**src/sv/rsc_pkg.sv**
```systemverilog
// ============================================================================
// rsc_pkg
// Shared constants, types and helper functions of the radix string converter.
// ============================================================================
`default_nettype none

package rsc_pkg;

  localparam int MAX_BASE   = 16;
  localparam int VALUE_BITS = 32;

  localparam int SYM_W      = 8;
  localparam int LEN_W      = 5;
  localparam int ALPHA_W    = 64;
  localparam int NUM_SYMS   = 2 * ALPHA_W / SYM_W;
  localparam int CFG_IDX_W  = 3;
  localparam int CFG_DATA_W = 64;

  localparam int BASE_W     = $clog2(MAX_BASE + 1);
  localparam int DIGIT_W    = $clog2(NUM_SYMS);
  localparam int REM2_W     = DIGIT_W + 1;
  localparam int SCORE_W    = $clog2(MAX_BASE * (MAX_BASE - 1) / 2 + 1);
  localparam int BITCNT_W   = $clog2(VALUE_BITS);
  localparam int DIDX_W     = $clog2(VALUE_BITS);

  localparam logic [CFG_IDX_W-1:0] REG_FROM_ALPHA_LO = CFG_IDX_W'(0);
  localparam logic [CFG_IDX_W-1:0] REG_FROM_ALPHA_HI = CFG_IDX_W'(1);
  localparam logic [CFG_IDX_W-1:0] REG_FROM_LEN      = CFG_IDX_W'(2);
  localparam logic [CFG_IDX_W-1:0] REG_TO_ALPHA_LO   = CFG_IDX_W'(3);
  localparam logic [CFG_IDX_W-1:0] REG_TO_ALPHA_HI   = CFG_IDX_W'(4);
  localparam logic [CFG_IDX_W-1:0] REG_TO_LEN        = CFG_IDX_W'(5);

  localparam logic [LEN_W-1:0] LEN_RESET = LEN_W'(2);

  typedef logic [2*ALPHA_W-1:0] alpha_t;

  typedef struct packed {
    logic en;
    logic clear;
  } rsc_mac_ctl_t;

  typedef struct packed {
    logic busy;
    logic done;
  } rsc_div_stat_t;

  function automatic logic [SYM_W-1:0] sym_at(alpha_t alpha, logic [DIGIT_W-1:0] k);
    return alpha[k*SYM_W +: SYM_W];
  endfunction

  function automatic logic [BASE_W-1:0] clamp_base(logic [LEN_W-1:0] len,
                                                   logic [BASE_W-1:0] floor_val);
    logic [BASE_W-1:0] res;
    if (len > LEN_W'(MAX_BASE)) begin
      res = BASE_W'(MAX_BASE);
    end else if (BASE_W'(len) < floor_val) begin
      res = floor_val;
    end else begin
      res = BASE_W'(len);
    end
    return res;
  endfunction

endpackage

`default_nettype wire

```
**src/sv/rsc_sym_if.sv**
```systemverilog
// ============================================================================
// rsc_sym_if
// Valid/ready channel that carries one symbol and a last flag per transfer.
// ============================================================================
`default_nettype none

interface rsc_sym_if import rsc_pkg::*; ();

  logic             valid;
  logic             ready;
  logic [SYM_W-1:0] symbol;
  logic             last;

  modport source (output valid, output symbol, output last, input ready);
  modport sink   (input valid, input symbol, input last, output ready);

endinterface

`default_nettype wire

```
**src/sv/rsc_mac.sv**
```systemverilog
// ============================================================================
// rsc_mac
// Scores a source symbol against the source alphabet and folds it into the
// accumulated value with one multiply-add.
// ============================================================================
`default_nettype none

module rsc_mac import rsc_pkg::*; (
  input  wire logic                  clk,
  input  wire logic                  rst_n,
  input  wire rsc_mac_ctl_t          ctl,
  input  wire logic [SYM_W-1:0]      symbol,
  input  wire alpha_t                from_alpha,
  input  wire logic [LEN_W-1:0]      from_len,
  output logic [VALUE_BITS-1:0]      acc
);

  logic [VALUE_BITS-1:0]        acc_r;
  logic [VALUE_BITS-1:0]        acc_nxt;
  logic [BASE_W-1:0]            fb;
  logic [SCORE_W-1:0]           score;
  logic [VALUE_BITS+BASE_W-1:0] prod;

  assign fb = clamp_base(from_len, BASE_W'(0));

  always_comb begin
    score = '0;
    for (int k = 0; k < MAX_BASE; k++) begin
      if ((BASE_W'(k) < fb) && (sym_at(from_alpha, DIGIT_W'(k)) == symbol)) begin
        score = score + SCORE_W'(k);
      end
    end
  end

  assign prod = {{BASE_W{1'b0}}, acc_r} * {{VALUE_BITS{1'b0}}, fb};

  always_comb begin
    acc_nxt = acc_r;
    if (ctl.clear) begin
      acc_nxt = '0;
    end else if (ctl.en) begin
      if (fb >= BASE_W'(2)) begin
        acc_nxt = prod[VALUE_BITS-1:0] + VALUE_BITS'(score);
      end else begin
        acc_nxt = '0;
      end
    end
  end

  always_ff @(posedge clk) begin
    if (!rst_n) begin
      acc_r <= '0;
    end else begin
      acc_r <= acc_nxt;
    end
  end

  assign acc = acc_r;

endmodule

`default_nettype wire

```
**src/sv/rsc_div.sv**
```systemverilog
// ============================================================================
// rsc_div
// Bit-serial restoring divider: divides the value by the target base, one
// quotient bit per cycle.
// ============================================================================
`default_nettype none

module rsc_div import rsc_pkg::*; (
  input  wire logic                  clk,
  input  wire logic                  rst_n,
  input  wire logic                  start,
  input  wire logic [VALUE_BITS-1:0] dividend,
  input  wire logic [BASE_W-1:0]     divisor,
  output rsc_div_stat_t              stat,
  output logic [VALUE_BITS-1:0]      quotient,
  output logic [DIGIT_W-1:0]         remainder
);

  logic [VALUE_BITS-1:0] q_r, q_nxt;
  logic [DIGIT_W-1:0]    r_r, r_nxt;
  logic [BITCNT_W-1:0]   cnt_r, cnt_nxt;
  logic                  busy_r, busy_nxt;
  logic                  done_r, done_nxt;
  logic [REM2_W-1:0]     r2;
  logic [REM2_W-1:0]     dsr;
  logic                  ge;

  assign r2  = {r_r, q_r[VALUE_BITS-1]};
  assign dsr = REM2_W'(divisor);
  assign ge  = (r2 >= dsr);

  always_comb begin
    q_nxt    = q_r;
    r_nxt    = r_r;
    cnt_nxt  = cnt_r;
    busy_nxt = busy_r;
    done_nxt = 1'b0;
    if (start) begin
      q_nxt    = dividend;
      r_nxt    = '0;
      cnt_nxt  = '0;
      busy_nxt = 1'b1;
    end else if (busy_r) begin
      q_nxt   = {q_r[VALUE_BITS-2:0], ge};
      r_nxt   = ge ? DIGIT_W'(r2 - dsr) : DIGIT_W'(r2);
      cnt_nxt = cnt_r + BITCNT_W'(1);
      if (cnt_r == BITCNT_W'(VALUE_BITS - 1)) begin
        busy_nxt = 1'b0;
        done_nxt = 1'b1;
      end
    end
  end

  always_ff @(posedge clk) begin
    if (!rst_n) begin
      busy_r <= 1'b0;
      done_r <= 1'b0;
      cnt_r  <= '0;
    end else begin
      busy_r <= busy_nxt;
      done_r <= done_nxt;
      cnt_r  <= cnt_nxt;
    end
  end

  always_ff @(posedge clk) begin
    q_r <= q_nxt;
    r_r <= r_nxt;
  end

  assign stat.busy = busy_r;
  assign stat.done = done_r;
  assign quotient  = q_r;
  assign remainder = r_r;

endmodule

`default_nettype wire

```
**src/sv/radix_string_converter.sv**
```systemverilog
// Steps: a non-final symbol is accumulated in the MAC state, then the input is
// ready again. A final symbol is accumulated, then each output digit is made in
// the DIVS and DIVW states by the 32-step bit-serial divider, then the digits go out.
// Throughput: one input item at a time; the input is not ready meanwhile.
// Reset is synchronous and active low; it clears control state, the value,
// the alphabets (to zero) and sets both lengths to two.
// ============================================================================
// radix_string_converter
// Converts a number string from a source digit alphabet to a target one.
// ============================================================================
`default_nettype none

module radix_string_converter import rsc_pkg::*; (
  input  wire logic                  clk,
  input  wire logic                  rst_n,
  rsc_sym_if.sink                    in_ch,
  rsc_sym_if.source                  out_ch,
  input  wire logic                  cfg_we,
  input  wire logic [CFG_IDX_W-1:0]  cfg_index,
  input  wire logic [CFG_DATA_W-1:0] cfg_data
);

  localparam logic [2:0] S_IDLE = 3'd0;
  localparam logic [2:0] S_MAC  = 3'd1;
  localparam logic [2:0] S_DIVS = 3'd2;
  localparam logic [2:0] S_DIVW = 3'd3;
  localparam logic [2:0] S_EMIT = 3'd4;

  logic [ALPHA_W-1:0] from_lo_r, from_hi_r, to_lo_r, to_hi_r;
  logic [LEN_W-1:0]   from_len_r, to_len_r;

  logic [2:0]          state_r, state_nxt;
  logic [SYM_W-1:0]    sym_r;
  logic                last_r;
  logic                first_r, first_nxt;
  logic [DIDX_W-1:0]   dcnt_r, dcnt_nxt;
  logic [DIDX_W-1:0]   emit_idx_r, emit_idx_nxt;
  logic [DIGIT_W-1:0]  digit_buf [VALUE_BITS];
  logic                digit_we;

  logic                out_valid_r, out_valid_nxt;
  logic [SYM_W-1:0]    out_sym_r;
  logic                out_last_r, out_last_nxt;
  logic                load_out;

  rsc_mac_ctl_t          mac_ctl;
  logic [VALUE_BITS-1:0] acc;
  logic                  div_start;
  logic [VALUE_BITS-1:0] div_dividend;
  rsc_div_stat_t         div_stat;
  logic [VALUE_BITS-1:0] div_quot;
  logic [DIGIT_W-1:0]    div_rem;
  logic [BASE_W-1:0]     tb;

  always_ff @(posedge clk) begin
    if (!rst_n) begin
      from_lo_r  <= '0;
      from_hi_r  <= '0;
      from_len_r <= LEN_RESET;
      to_lo_r    <= '0;
      to_hi_r    <= '0;
      to_len_r   <= LEN_RESET;
    end else if (cfg_we) begin
      unique case (cfg_index)
        REG_FROM_ALPHA_LO: from_lo_r  <= cfg_data[ALPHA_W-1:0];
        REG_FROM_ALPHA_HI: from_hi_r  <= cfg_data[ALPHA_W-1:0];
        REG_FROM_LEN:      from_len_r <= cfg_data[LEN_W-1:0];
        REG_TO_ALPHA_LO:   to_lo_r    <= cfg_data[ALPHA_W-1:0];
        REG_TO_ALPHA_HI:   to_hi_r    <= cfg_data[ALPHA_W-1:0];
        REG_TO_LEN:        to_len_r   <= cfg_data[LEN_W-1:0];
        default: begin
        end
      endcase
    end
  end

  assign tb = clamp_base(to_len_r, BASE_W'(2));

  rsc_mac u_mac (
    .clk        (clk),
    .rst_n      (rst_n),
    .ctl        (mac_ctl),
    .symbol     (sym_r),
    .from_alpha ({from_hi_r, from_lo_r}),
    .from_len   (from_len_r),
    .acc        (acc)
  );

  rsc_div u_div (
    .clk       (clk),
    .rst_n     (rst_n),
    .start     (div_start),
    .dividend  (div_dividend),
    .divisor   (tb),
    .stat      (div_stat),
    .quotient  (div_quot),
    .remainder (div_rem)
  );

  assign in_ch.ready   = (state_r == S_IDLE);
  assign mac_ctl.en    = (state_r == S_MAC);
  assign mac_ctl.clear = (state_r == S_DIVS) && first_r;
  assign div_start     = (state_r == S_DIVS);
  assign div_dividend  = first_r ? acc : div_quot;
  assign digit_we      = (state_r == S_DIVW) && div_stat.done;
  assign load_out      = (state_r == S_EMIT) && (!out_valid_r || out_ch.ready);

  always_comb begin
    state_nxt    = state_r;
    first_nxt    = first_r;
    dcnt_nxt     = dcnt_r;
    emit_idx_nxt = emit_idx_r;
    unique case (state_r)
      S_IDLE: begin
        if (in_ch.valid) begin
          state_nxt = S_MAC;
        end
      end
      S_MAC: begin
        if (last_r) begin
          state_nxt = S_DIVS;
          first_nxt = 1'b1;
          dcnt_nxt  = '0;
        end else begin
          state_nxt = S_IDLE;
        end
      end
      S_DIVS: begin
        state_nxt = S_DIVW;
      end
      S_DIVW: begin
        if (div_stat.done) begin
          first_nxt = 1'b0;
          if (div_quot == '0) begin
            state_nxt    = S_EMIT;
            emit_idx_nxt = dcnt_r;
          end else begin
            state_nxt = S_DIVS;
            dcnt_nxt  = dcnt_r + DIDX_W'(1);
          end
        end
      end
      S_EMIT: begin
        if (load_out) begin
          if (emit_idx_r == '0) begin
            state_nxt = S_IDLE;
          end else begin
            emit_idx_nxt = emit_idx_r - DIDX_W'(1);
          end
        end
      end
      default: begin
        state_nxt = S_IDLE;
      end
    endcase
  end

  always_comb begin
    out_valid_nxt = out_valid_r && !out_ch.ready;
    out_last_nxt  = out_last_r;
    if (load_out) begin
      out_valid_nxt = 1'b1;
      out_last_nxt  = (emit_idx_r == '0);
    end
  end

  always_ff @(posedge clk) begin
    if (!rst_n) begin
      state_r     <= S_IDLE;
      first_r     <= 1'b0;
      dcnt_r      <= '0;
      emit_idx_r  <= '0;
      out_valid_r <= 1'b0;
    end else begin
      state_r     <= state_nxt;
      first_r     <= first_nxt;
      dcnt_r      <= dcnt_nxt;
      emit_idx_r  <= emit_idx_nxt;
      out_valid_r <= out_valid_nxt;
    end
  end

  always_ff @(posedge clk) begin
    if (in_ch.valid && in_ch.ready) begin
      sym_r  <= in_ch.symbol;
      last_r <= in_ch.last;
    end
    if (digit_we) begin
      digit_buf[dcnt_r] <= div_rem;
    end
    if (load_out) begin
      out_sym_r <= sym_at({to_hi_r, to_lo_r}, digit_buf[emit_idx_r]);
    end
    out_last_r <= out_last_nxt;
  end

  assign out_ch.valid  = out_valid_r;
  assign out_ch.symbol = out_sym_r;
  assign out_ch.last   = out_last_r;

endmodule

`default_nettype wire

```
**src/flat_wrapper.sv**
```systemverilog
// flat-port wrapper written by rule: the top's interface ports become plain ports
module radix_string_converter_flat import rsc_pkg::*;
  (clk, rst_n, cfg_we, cfg_index, cfg_data, in_ch_valid, in_ch_symbol, in_ch_last, in_ch_ready, out_ch_valid, out_ch_symbol, out_ch_last, out_ch_ready);
  rsc_sym_if in_ch_i ();
  rsc_sym_if out_ch_i ();
  input  wire logic clk;
  input  wire logic rst_n;
  input  wire logic cfg_we;
  input  wire logic [CFG_IDX_W-1:0] cfg_index;
  input  wire logic [CFG_DATA_W-1:0] cfg_data;
  input wire logic [$bits(in_ch_i.valid)-1:0] in_ch_valid;
  input wire logic [$bits(in_ch_i.symbol)-1:0] in_ch_symbol;
  input wire logic [$bits(in_ch_i.last)-1:0] in_ch_last;
  output wire logic [$bits(in_ch_i.ready)-1:0] in_ch_ready;
  output wire logic [$bits(out_ch_i.valid)-1:0] out_ch_valid;
  output wire logic [$bits(out_ch_i.symbol)-1:0] out_ch_symbol;
  output wire logic [$bits(out_ch_i.last)-1:0] out_ch_last;
  input wire logic [$bits(out_ch_i.ready)-1:0] out_ch_ready;
  assign in_ch_i.valid = in_ch_valid;
  assign in_ch_i.symbol = in_ch_symbol;
  assign in_ch_i.last = in_ch_last;
  assign in_ch_ready = in_ch_i.ready;
  assign out_ch_valid = out_ch_i.valid;
  assign out_ch_symbol = out_ch_i.symbol;
  assign out_ch_last = out_ch_i.last;
  assign out_ch_i.ready = out_ch_ready;
  radix_string_converter u_core (.clk(clk), .rst_n(rst_n), .in_ch(in_ch_i), .out_ch(out_ch_i), .cfg_we(cfg_we), .cfg_index(cfg_index), .cfg_data(cfg_data));
endmodule
```
**config.mk**
```make
export PLATFORM = sky130hd
export DESIGN_NAME = radix_string_converter_flat
export DESIGN_NICKNAME = d
export VERILOG_FILES = /design/src/sv/rsc_pkg.sv /design/src/sv/rsc_sym_if.sv /design/src/sv/rsc_mac.sv /design/src/sv/rsc_div.sv /design/src/sv/radix_string_converter.sv /design/src/flat_wrapper.sv
export SDC_FILE = /design/constraint.sdc
export NUM_CORES = 1
export LEC_CHECK = 0
export BUFFER_PORTS_ARGS = -buffer_cell sky130_fd_sc_hd__buf_2
export CORE_MARGIN = 1.5
export CORE_UTILIZATION = 63
export CTS_CLUSTER_SIZE = 24
export DETAILED_ROUTE_END_ITERATION = 7
export PLACE_DENSITY = 0.83
export SYNTH_ARGS = -nofsm -noshare
export SYNTH_HDL_FRONTEND = slang
export SYNTH_SLANG_ARGS = --single-unit
```
**constraint.sdc**
```tcl
create_clock -name clk -period 16.6 [get_ports clk]
set_input_delay 0.83 -clock clk [delete_from_list [all_inputs] [get_ports clk]]
set_output_delay 0.83 -clock clk [all_outputs]
set_load 0.02 [all_outputs]
```
; After elaboration in Yosys (flattened, before gate mapping)
; Memory sizes are Yosys's and may differ from the RTL's. A register that Yosys moved wholly into a read port is not among the register bits.
; Index checks and enable logic that the tools add are counted.
[op_classes]
n_addsub = 19
mul = 1
n_lt_le_gt_ge = 21
eq_ne = 34
n_shift = 1
muxes = 52
bitwise_logic = 2
reduce_logical = 44
[ops]
columns = op, n
row1 = $mux W32, 4
row2 = $shiftx A128 B8 Y8, 1
row3 = $eq A8 B8 Y1, 15
row4 = $mux W7, 14
row5 = $mux W5, 13
row6 = $add A7 B4 Y7 const B, 8
row7 = $lt A4 B5 Y1 const A, 8
row8 = $add A32 B7 Y32, 1
row9 = $logic_not A32 Y1, 1
row10 = $mul A32 B5 Y32, 1
row11 = $add A7 B3 Y7 const B, 4
row12 = $logic_and A1 B1 Y1, 20
row13 = $lt A3 B5 Y1 const A, 4
row14 = $pmux W5 S2, 2
row15 = $mux W3, 5
row16 = $pmux W3 S5, 1
row17 = $add A7 B2 Y7 const B, 2
row18 = $reduce_and A2 Y1, 7
row19 = $eq A3 B2 Y1 const B, 4
row20 = $ne A2 B2 Y1 const B, 6
row21 = $add A5 B1 Y5 const B, 2
row22 = $gt A5 B5 Y1 const B, 2
row23 = $lt A2 B5 Y1 const A, 2
row24 = $mux W1, 10
row25 = 25 further kinds, 37
[totals]
reg_bits = 374
ramBits = 128
inputBits = 81
out_inout_bits = 11
wordCells = 196
memories = 1
[memory_table]
columns = memory, depth, word_bits, rd, rd_clocked_by_memory_dff, wr, line_no
row1 = u_core.digit_buf, 32, 4, 1, 1, 1, radix_string_converter.sv:38  ; logic [DIGIT_W-1:0] digit_buf [VALUE_BITS];

; Logic depth before layout (Yosys ltp)
; Gate-level depths: netlist (run 1).
[depth]
word_depth = 36
depth_mapped = 54
mapped_depth_nobuf = 51

; Hierarchy
; A second synthesis (run 1) with hierarchy kept.
[hier_totals]
cells_unflattened = 3036
area_unflattened_um2 = 28969.0
[by_module_without_submodules]
columns = mod, instances, cells_each, area_per_inst_um2, seq_area_each_um2
row1 = radix_string_converter, 1, 1783, 18043.6, 10109.7
row2 = rsc_mac, 1, 1113, 8912.3, 640.6
row3 = rsc_div, 1, 140, 2013.2, 1181.1

; Worst setup path after synthesis (run 1)
; OpenSTA, ideal clock, no wires.
[synth_timing]
path_type = register to register
start = reg u_core.sym_r[2]
end = reg u_core.u_mac.acc_r[31], in the netlist u_core.u_mac.acc[31]
setup_time_ns = 0.062
t_arrival_ns = 11.784
required_ns = 16.538
slack_ns = 4.754
path_stages_with_launch = 53
path_buffers = 3
synth_period_minus_slack_ns = 11.846
cell_sequence = edfxtp_1 buf_2 buf_4 xor2_1 nor4_1 nand3_1 ha_1 or4_1 buf_2 o21ai_0 ha_1 nor2_1 o21ai_0 nand2_1 inv_1 ha_1 a211o_1 nor2_1 (+17 left out) fa_1 inv_1 ha_1 inv_1 o21ai_0 a21oi_1 o21ai_0 a21oi_1 o21ai_0 a2111oi_0 o21ai_0 a21oi_1 a211oi_1 o21ai_0 o211ai_1 a31o_2 or4_1 nand3_1
[synth_between]
elab_chain_len = 33
elab_cells_between_ends = 61
classes_between = add/sub: 15 / eq/ne: 15 / mux: 16 / reduce/logical: 15
[synth_lines]
columns = item, line_no
row1 = start: declaration, radix_string_converter.sv:33  ; logic [SYM_W-1:0] sym_r;
row2 = start signal: assignment, radix_string_converter.sv:185  ; sym_r <= in_ch.symbol;
row3 = $eq A8 B8 Y1, rsc_mac.sv:29  ; if ((BASE_W'(k) < fb) && (sym_at(from_alpha, DIGIT_W'(k)) == symbol)) begin
row4 = $logic_and A1 B1 Y1, rsc_mac.sv:29
row5 = $mux W1, rsc_mac.sv:29
row6 = $add A7 B2 Y7, rsc_mac.sv:30  ; score = score + SCORE_W'(k);
row7 = $mux W7, rsc_mac.sv:29
row8 = $add A7 B2 Y7, rsc_mac.sv:30
row9 = $mux W7, rsc_mac.sv:29
row10 = $add A7 B3 Y7, rsc_mac.sv:30
row11 = (+17 left out), --
row12 = $add A7 B4 Y7, rsc_mac.sv:30
row13 = $mux W7, rsc_mac.sv:29
row14 = $add A7 B4 Y7, rsc_mac.sv:30
row15 = $mux W7, rsc_mac.sv:29
row16 = $add A7 B4 Y7, rsc_mac.sv:30
row17 = $mux W7 *, rsc_mac.sv:29
row18 = $add A32 B7 Y32 *, rsc_mac.sv:43  ; acc_nxt = prod[VALUE_BITS-1:0] + VALUE_BITS'(score);
row19 = $mux W32 *, rsc_mac.sv:42  ; if (fb >= BASE_W'(2)) begin
row20 = end signal: assignment, rsc_mac.sv:54  ; acc_r <= acc_nxt;
row21 = end: declaration, rsc_mac.sv:18  ; logic [VALUE_BITS-1:0] acc_r;
; Every way passes the cells marked *; elsewhere a longest branch is shown, timed or not.
; A chain may end at the register's enable or synchronous reset.

; Worst setup path in the final report (run 1)
[layout_timing]
start = reg u_core.from_len_r[4]
end = reg u_core.u_mac.acc_r[31], in the netlist u_core.u_mac.acc[31]
[layout_between]
elab_chain_len = 36
elab_cells_between_ends = 67
classes_between = add/sub: 15 / mul: 1 / order compare: 18 / mux: 18 / reduce/logical: 15
[layout_lines]
columns = item, line_no
row1 = start: declaration, radix_string_converter.sv:30  ; logic [LEN_W-1:0] from_len_r, to_len_r;
row2 = start signal: assignment, radix_string_converter.sv:67  ; REG_FROM_LEN: from_len_r <= cfg_data[LEN_W-1:0];
row3 = $lt A5 B1 Y1, rsc_pkg.sv:56  ; end else if (BASE_W'(len) < floor_val) begin
row4 = $mux W5, rsc_pkg.sv:56
row5 = $mux W5 *, rsc_pkg.sv:54  ; if (len > LEN_W'(MAX_BASE)) begin
row6 = $lt A1 B5 Y1, rsc_mac.sv:29
row7 = $logic_and A1 B1 Y1, rsc_mac.sv:29
row8 = $mux W1, rsc_mac.sv:29
row9 = $add A7 B2 Y7, rsc_mac.sv:30
row10 = $mux W7, rsc_mac.sv:29
row11 = (+20 left out), --
row12 = $add A7 B4 Y7, rsc_mac.sv:30
row13 = $mux W7, rsc_mac.sv:29
row14 = $add A7 B4 Y7, rsc_mac.sv:30
row15 = $mux W7, rsc_mac.sv:29
row16 = $add A7 B4 Y7, rsc_mac.sv:30
row17 = $mux W7, rsc_mac.sv:29
row18 = $add A32 B7 Y32, rsc_mac.sv:43
row19 = $mux W32 *, rsc_mac.sv:42
; Marks and branches as above.

==> results of run 1 <==
[where the power goes]
group          total (mW)  internal, mW  switching [mW]
Clock                1.21         0.715           0.495
Combinational       0.198        0.0756           0.123
Sequential           1.40          1.34          0.0647
Total                2.81          2.13           0.682
[registers in the layout, summed over array words and instances, names as in the netlist, 4 cells and up, named ones only]
signal / flops
u_core.from_len_r: 5
u_core.digit_buf: 128
u_core.to_len_r: 5
u_core.from_hi_r: 64
u_core.u_div.cnt_r: 5
u_core.sym_r: 8
u_core.to_hi_r: 64
u_core.u_div.quotient: 32
u_core.emit_idx_r: 5
u_core.u_mac.acc: 32
u_core.to_lo_r: 64
u_core.out_ch.symbol: 8
u_core.u_div.remainder: 4
u_core.from_lo_r: 56
u_core.dcnt_r: 5
[layout make-up]
class	instances	area share, %
repair buffers	125	2.32
clock inverters	27	1.17
well taps	592	2.40
diodes	6	0.0487
flip-flops and latches	499	38.2
inverters	96	1.17
multi-input cells	2111	50.1
clock buffers	68	4.61
[logic make-up after synthesis]
kind of cell / after synthesis
compound gates: 502
xor+xnor: 195
fa+ha+maj: 175
buf+inv: 259
flops: 499
mux: 163
simple gates: 1076
[worst max path at each step]
stage | to | slack, ns | startpoint | cells after the start
6_report | u_core.u_mac.acc[31] | 2.97 | u_core.from_len_r[4] | 49
4_1_cts | u_core.u_mac.acc[31] | 3.11 | u_core.from_len_r[4] | 49
3_5_place_dp | u_core.u_mac.acc[31] | 3.22 | u_core.from_len_r[4] | 49
2_1_floorplan | u_core.u_mac.acc[31] | 4.75 | u_core.sym_r[2] | 52
5_1_grt | u_core.u_mac.acc[31] | 1.91 | u_core.from_len_r[4] | 49
3_3_place_gp | u_core.u_mac.acc[31] | 3.60 | u_core.sym_r[7] | 50
[layout by cell type (no fill, tap or decap), types with 39 or more instances in the layout]
master and n:
fa_1 90, nand2_1 652, xnor2_1 119, ha_1 85, mux4_2 48, dfxtp_1 319
inv_1 96, nor2_1 121, and2_1 70, buf_2 90, mux2i_1 76, edfxtp_1 178
a21oi_1 63, clkbuf_16 52, a21boi_0 260, a211oi_1 39, xor2_1 63, o21ai_0 45
[layer usage]
layer / part of all wire, % / vias up / routed length (µm)
li1: - / 9876 / -
met1: 41 / 10622 / 29600
met2: 48 / 904 / 34100
met3: 7.7 / 166 / 5490
met4: 3.2 / 4 / 2260
met5: 0.024 / - / 17
[per-stage QoR]
stage,util [%],std cells
global placement,65.7,3423
CTS,69.7,3518
global route,69.8,3524
floorplan,-,2869
detailed placement,65.7,3423
finish,69.8,3524
==> metrics.md, run 1 <==
| Metric | Value |
|---|---|
| Synth warn | `0` |
| Ys async rst share | `0%` |
| Worst R2R Setup Slack | `2.97 ns` |
| Synth Area in Simple Gates | `17.1%` |
| Worst hold endpoint | `u_core.sym_r[0]` |
| # rows | `77` |
| Die area | `46,000 µm²` |
| Hpwl dp | `48.9 mm` |
| Setup-failing EPs final | `0` |
| Worst reg2reg endpoint | `u_core.u_mac.acc[31]` |
| Die width | `214 µm` |
| Post-synth top cells | `nand2_1, dfxtp_1, a21boi_0` |
| Final period demand of the worst path | `13.63 ns` |
| Post-synthesis mux area share | `8.09%` |
| Synthesized instance count | `2,869` |
| Final Hold Fails | `0` |
| Worst hold path class | `in2reg` |
| Post-synth EDFFs | `178` |
| CTS root buffer | `clkbuf_16` |
| Largest net degree at the start of global routing | `144` |
| Antenna Nets Post-Route | `0` |
| Via count | `21,572` |
| #FFs+latches synth | `499` |
| Io pins | `92` |
| Multi-input gate area | `15,500 µm²` |
| Largest family of logic cells by synthesized area | `simple AND/OR/NAND/NOR gates` |
| Total power draw | `2.81 mW` |
| Share of cells above drive strength 1 | `11.5%` |
| Synth Net Count | `3,125` |
| Critical Path Sink Type | `register` |
| DP Area | `29,100 µm²` |
| Top post-synthesis cells by area | `dfxtp_1, edfxtp_1, nand2_1` |
| Final period utilization | `82.1%` |
| Synth Area in XOR/XNOR | `6.62%` |
| WHS | `0.422 ns` |
| GR Layer Usage met2 | `50.6%` |
| Die Y | `214 µm` |
| Cells on worst reg2reg path | `49` |
| Final net count | `3,140` |
| Register area | `11,800 µm²` |
| Via-to-Cell Ratio | `6.12` |
| Max-slew violation count | `0` |
| CTS tree | `yes` |
| Synth area leader | `dfxtp_1` |
| 1st-iter DRT viols | `2,288` |
| Leak | `11.3 nW` |
| Largest fanout on the critical path | `47` |
| Core footprint | `44,200 µm²` |
| Tot GR Track Use | `31.0%` |
| # clock sinks | `499` |
| Compound-gate portion of the synthesized area | `12.7%` |
| First-pass GRT wire length | `114 mm` |
| CTS Hold Bufs | `0` |
| Fin worst setup slack | `2.97 ns` |
| Slowest stage delay, CP | `1.00 ns` |
| Top cell type's share of synthesized area | `22.8%` |
| M3 GR Usage | `4.92%` |
| Vias in the first global route | `21,257` |
| Final setup skew | `0.0294 ns` |
| Initial DRT Pass Iterations | `6` |
| CP Class | `reg2reg` |
| Mean Syn Cell Area | `9.82 µm²` |
| Worst relative slew slack | `10.3%` |
| Initial antenna violation count | `8` |
| WP data arrival | `14.16 ns` |
| Worst-skew pair later-pin latency | `0.61 ns` |
| Post-Synth Adder-Cell Area | `10.2%` |
| M1 GR Usage | `42.1%` |
| Family with the most delay on the worst path | `compound AO/OA/AOI/OAI gates` |
| Pwr Density | `91.1 nW/µm²` |
| CTS H-tree depth | `2` |
| Max Fclk | `0.0733 GHz` |
| R2R Path Start | `u_core.from_len_r[4]` |
| Cts repair resizes | `0` |
| Main synth FF type | `dfxtp_1` |
| Worst VDD drop | `89.8 µV` |
| Worst path bufs/invs | `3` |
| Routed length per instance | `20.3 µm` |
| Library cells used by synthesis | `88` |
| Worst Hold Launch | `in_ch_symbol[0]` |
| Final GP Congestion | `0.939` |
| Critical Path Start Type | `register` |
| Starting Density | `63.7%` |
| Critical path's slowest cell | `dfxtp_2` |
| Area Growth Syn to Fin | `9.48%` |
| Pre-CTS setup slack | `3.22 ns` |
| Setup TNS | `0 ns` |
| Number of buffers added on ports | `91` |
| Top-count cell post-synth | `nand2_1` |
| GRT overflow | `0` |
| Clk buf depth | `3` |
| Routed WL | `71.5 mm` |
| Unrepaired setup endpoints after global routing | `no` |
| Postcts setup bufs | `0` |
| # Max-Cap Violations | `0` |
| Drc violations | `0` |
| Status | `finished clean` |
| Fillers | `3,168` |
| Seq/Total Area, Yosys | `41.8%` |
| Syn Std Cell Area | `28,200 µm²` |
| Worst-margin pin slew | `1.34 ns` |
| CTS Buf Count | `51` |
| Post-layout instance area | `30,900 µm²` |
| CTS clock-pin slew for the worst setup and hold paths | `0.07 ns` |
| Critical Path RT | `17.13 ns` |
| Worst hold stages | `1` |
| Busiest layer in global routing | `met2` |
Note: power is estimated with default switching activity, not from simulation.
==> run 2, diff against run 1 <==
- ABC_AREA: not set -> 1
- CORE_UTILIZATION: 63 -> 57
- PLACE_DENSITY: 0.83 -> 0.79
- clock period: 16.6 -> 11.2 ns (I/O delays scaled with it)
==> metrics.md, run 2 <==
| Metric | Value |
|---|---|
| Starting Density | `57.5%` |
| Tot GR Track Use | `30.1%` |
| # Max-Cap Violations | `0` |
| Drc violations | `0` |
| Critical Path RT | `11.68 ns` |
| Pwr Density | `155 nW/µm²` |
| Critical Path Start Type | `register` |
| Post-synth top cells | `nor2_1, nand2_1, o21ai_0` |
| Synth Area in XOR/XNOR | `2.87%` |
| Critical Path Sink Type | `register` |
| Final Util | `63.1%` |
| CTS clock-pin slew for the worst setup and hold paths | `0.06 ns` |
| Top Layer Used | `met4` |
| Largest net degree at the start of global routing | `171` |
| Setup-failing EPs final | `0` |
| Worst VDD drop | `121 µV` |
| Worst-margin pin slew | `1.16 ns` |
| Die width | `225 µm` |
| Worst path bufs/invs | `11` |
| # rows | `81` |
| Hpwl dp | `51.3 mm` |
| Max reg flops | `128` |
| Antenna Nets Post-Route | `0` |
| DP Area | `28,800 µm²` |
| Via count | `24,369` |
| Routed length per instance | `17.7 µm` |
| CTS Hold Bufs | `0` |
| Clk buf depth | `3` |
| Fillers | `4,155` |
| Initial DRT Pass Iterations | `5` |
| Area Growth Syn to Fin | `9.72%` |
| Top post-synthesis cells by area | `dfxtp_1, edfxtp_1, o21ai_0` |
| Final period demand of the worst path | `10.37 ns` |
| Final net count | `3,826` |
| Post-Synth Adder-Cell Area | `10.2%` |
| Share of cells above drive strength 1 | `10.2%` |
| Register area | `11,800 µm²` |
| Synthesized instance count | `3,554` |
| Total power draw | `4.75 mW` |
| 1st-iter DRT viols | `2,368` |
| Post-synthesis mux area share | `0%` |
| Top reg by flops | `u_core.digit_buf` |
| Ys async rst share | `0%` |
| Critical path's slowest cell | `edfxtp_1` |
| Post-synth EDFFs | `178` |
| Slowest stage delay, CP | `0.63 ns` |
| Met3 wire length | `7.23 mm` |
| Post-Route M1 WL | `31.4 mm` |
| Non-filler cells, final | `4,234` |
| Worst-skew pair later-pin latency | `0.62 ns` |
| Initial antenna violation count | `2` |
| Largest family of logic cells by synthesized area | `simple AND/OR/NAND/NOR gates` |
| Io pins | `92` |
| GRT overflow | `0` |
| Metal2 WL | `33.4 mm` |
| Family with the most delay on the worst path | `adder cells` |
| Synth Area in Simple Gates | `21.5%` |
| CP Class | `reg2reg` |
| Syn Std Cell Area | `28,000 µm²` |
| Most common cell after layout, fill and taps aside | `nor2_1` |
| Leak | `13.1 nW` |
| Final Hold Fails | `0` |
| Post-layout instance area | `30,700 µm²` |
| Max-slew violation count | `0` |
| Final setup skew | `0.0193 ns` |
| Top-count cell post-synth | `nor2_1` |
| Number of buffers added on ports | `91` |
| Synth Net Count | `3,810` |
| Worst relative slew slack | `22.4%` |
| Mean Syn Cell Area | `7.87 µm²` |
| #FFs+latches synth | `499` |
| Synth area leader | `dfxtp_1` |
| Die Y | `225 µm` |
| # clock sinks | `499` |
| Library cells used by synthesis | `63` |
| Core footprint | `48,600 µm²` |
| Multi-input gate area | `14,100 µm²` |
| Largest fanout on the critical path | `10` |
| Commonest non-fill, non-tap cells in the layout | `nor2_1, nand2_1, o21ai_0` |
| Die area | `50,400 µm²` |
| Placed Cells incl. Taps | `4,134` |
| Max Fclk | `0.0964 GHz` |
| Vias in the first global route | `23,100` |
| Synth warn | `0` |
| CTS H-tree depth | `2` |
| First-pass GRT wire length | `121 mm` |
| Worst hold path class | `in2reg` |
| CTS tree | `yes` |
| Final GP Congestion | `0.937` |
| Seq/Total Area, Yosys | `42.1%` |
| Final period utilization | `92.6%` |
| Routed WL | `75.0 mm` |
| Via-to-Cell Ratio | `5.76` |
| Top cell type's share of synthesized area | `23.0%` |
| Cell mode on critical path | `nand2_1` |
| Main synth FF type | `dfxtp_1` |
| Compound-gate portion of the synthesized area | `15.5%` |
| WP data arrival | `10.85 ns` |
| Status | `finished clean` |
| Worst R2R Setup Slack | `0.83 ns` |
| CTS root buffer | `clkbuf_16` |
| CTS Buf Count | `52` |
## run 2: changes by cell type after synthesis, moves of 68 or more
cell | previous run | this run
xnor2_1 | 119 | 41
o21ai_0 | 46 | 442
a21oi_1 | 63 | 263
nor2_1 | 122 | 564
nand3_1 | 23 | 131
and2_1 | 70 | 2
mux2i_1 | 79 | 0
inv_1 | 96 | 352
nand2_1 | 652 | 550
a21boi_0 | 260 | 2
## run 2: worst register-to-register path, delay by kind of cell (launching register included)
| kind | cells | cell delay, ns |
|---|---|---|
| adder cells (fa/ha/maj) | 11 | 3.57 |
| buffers and inverters | 11 | 0.80 |
| AND/OR/NAND/NOR | 24 | 2.50 |
| AO/OA/AOI/OAI | 15 | 2.58 |
| flip-flops | 1 | 0.63 |
| XOR/XNOR | 1 | 0.16 |
## run 2: area by class of cell
type,count,share of cell area [%]
diodes,1,0.00815
clock buffers,70,4.86
clock inverters,25,1.07
inverters,384,4.70
multi-input cells,2499,45.9
flip-flops and latches,499,38.3
well taps,622,2.53
repair buffers,134,2.57
## run 2: through the flow
step           setup slack, ns  hold slack [ns]  setup TNS (ns)
2_1_floorplan             1.43            0.430               0
3_3_place_gp             0.703            0.439               0
3_5_place_dp             0.360            0.444               0
4_1_cts                  0.295            0.114               0
5_1_grt               -0.00426            0.115        -0.00832
6_report                 0.831            0.125               0
## run 2: timing repair
| action | CTS | global route |
|---|---|---|
| endpoints found under the setup margin | 0 | 8 |
| gates resized for setup | 0 | 16 |
| buffers inserted | 0 | 4 |
## run 2: cell families after synthesis
logic type / count (synthesis)
AOI/OAI and AO/OA: 817
xor gates and xnor gates: 86
adders and majority gates: 175
buffers and inverters: 556
DFF: 499
and+or+nand+nor: 1421
## run 2: report_power, final
part / total (mW) / internal [mW] / switching, mW
Clock: 1.83 / 1.06 / 0.767
Sequential: 2.06 / 2.01 / 0.0476
Combinational: 0.859 / 0.249 / 0.610
## run 2: worst paths after layout
path	startpoint	end	depth (start not counted)
worst max register to register	u_core.sym_r[6]	u_core.u_mac.acc[31]	62
worst max-delay path	u_core.sym_r[6]	u_core.u_mac.acc[31]	62
worst min register to register	u_core.to_lo_r[16]	u_core.to_lo_r[16]	2
worst min-delay path	in_ch_last	u_core.last_r	1
## run 2: routing by layer
layer  track usage, %  vias to the layer above
met5                0                        -
met4             12.6                        0
met3             5.55                      182
met2             47.3                     1048
met1             41.1                    11431
li1                 -                    11708
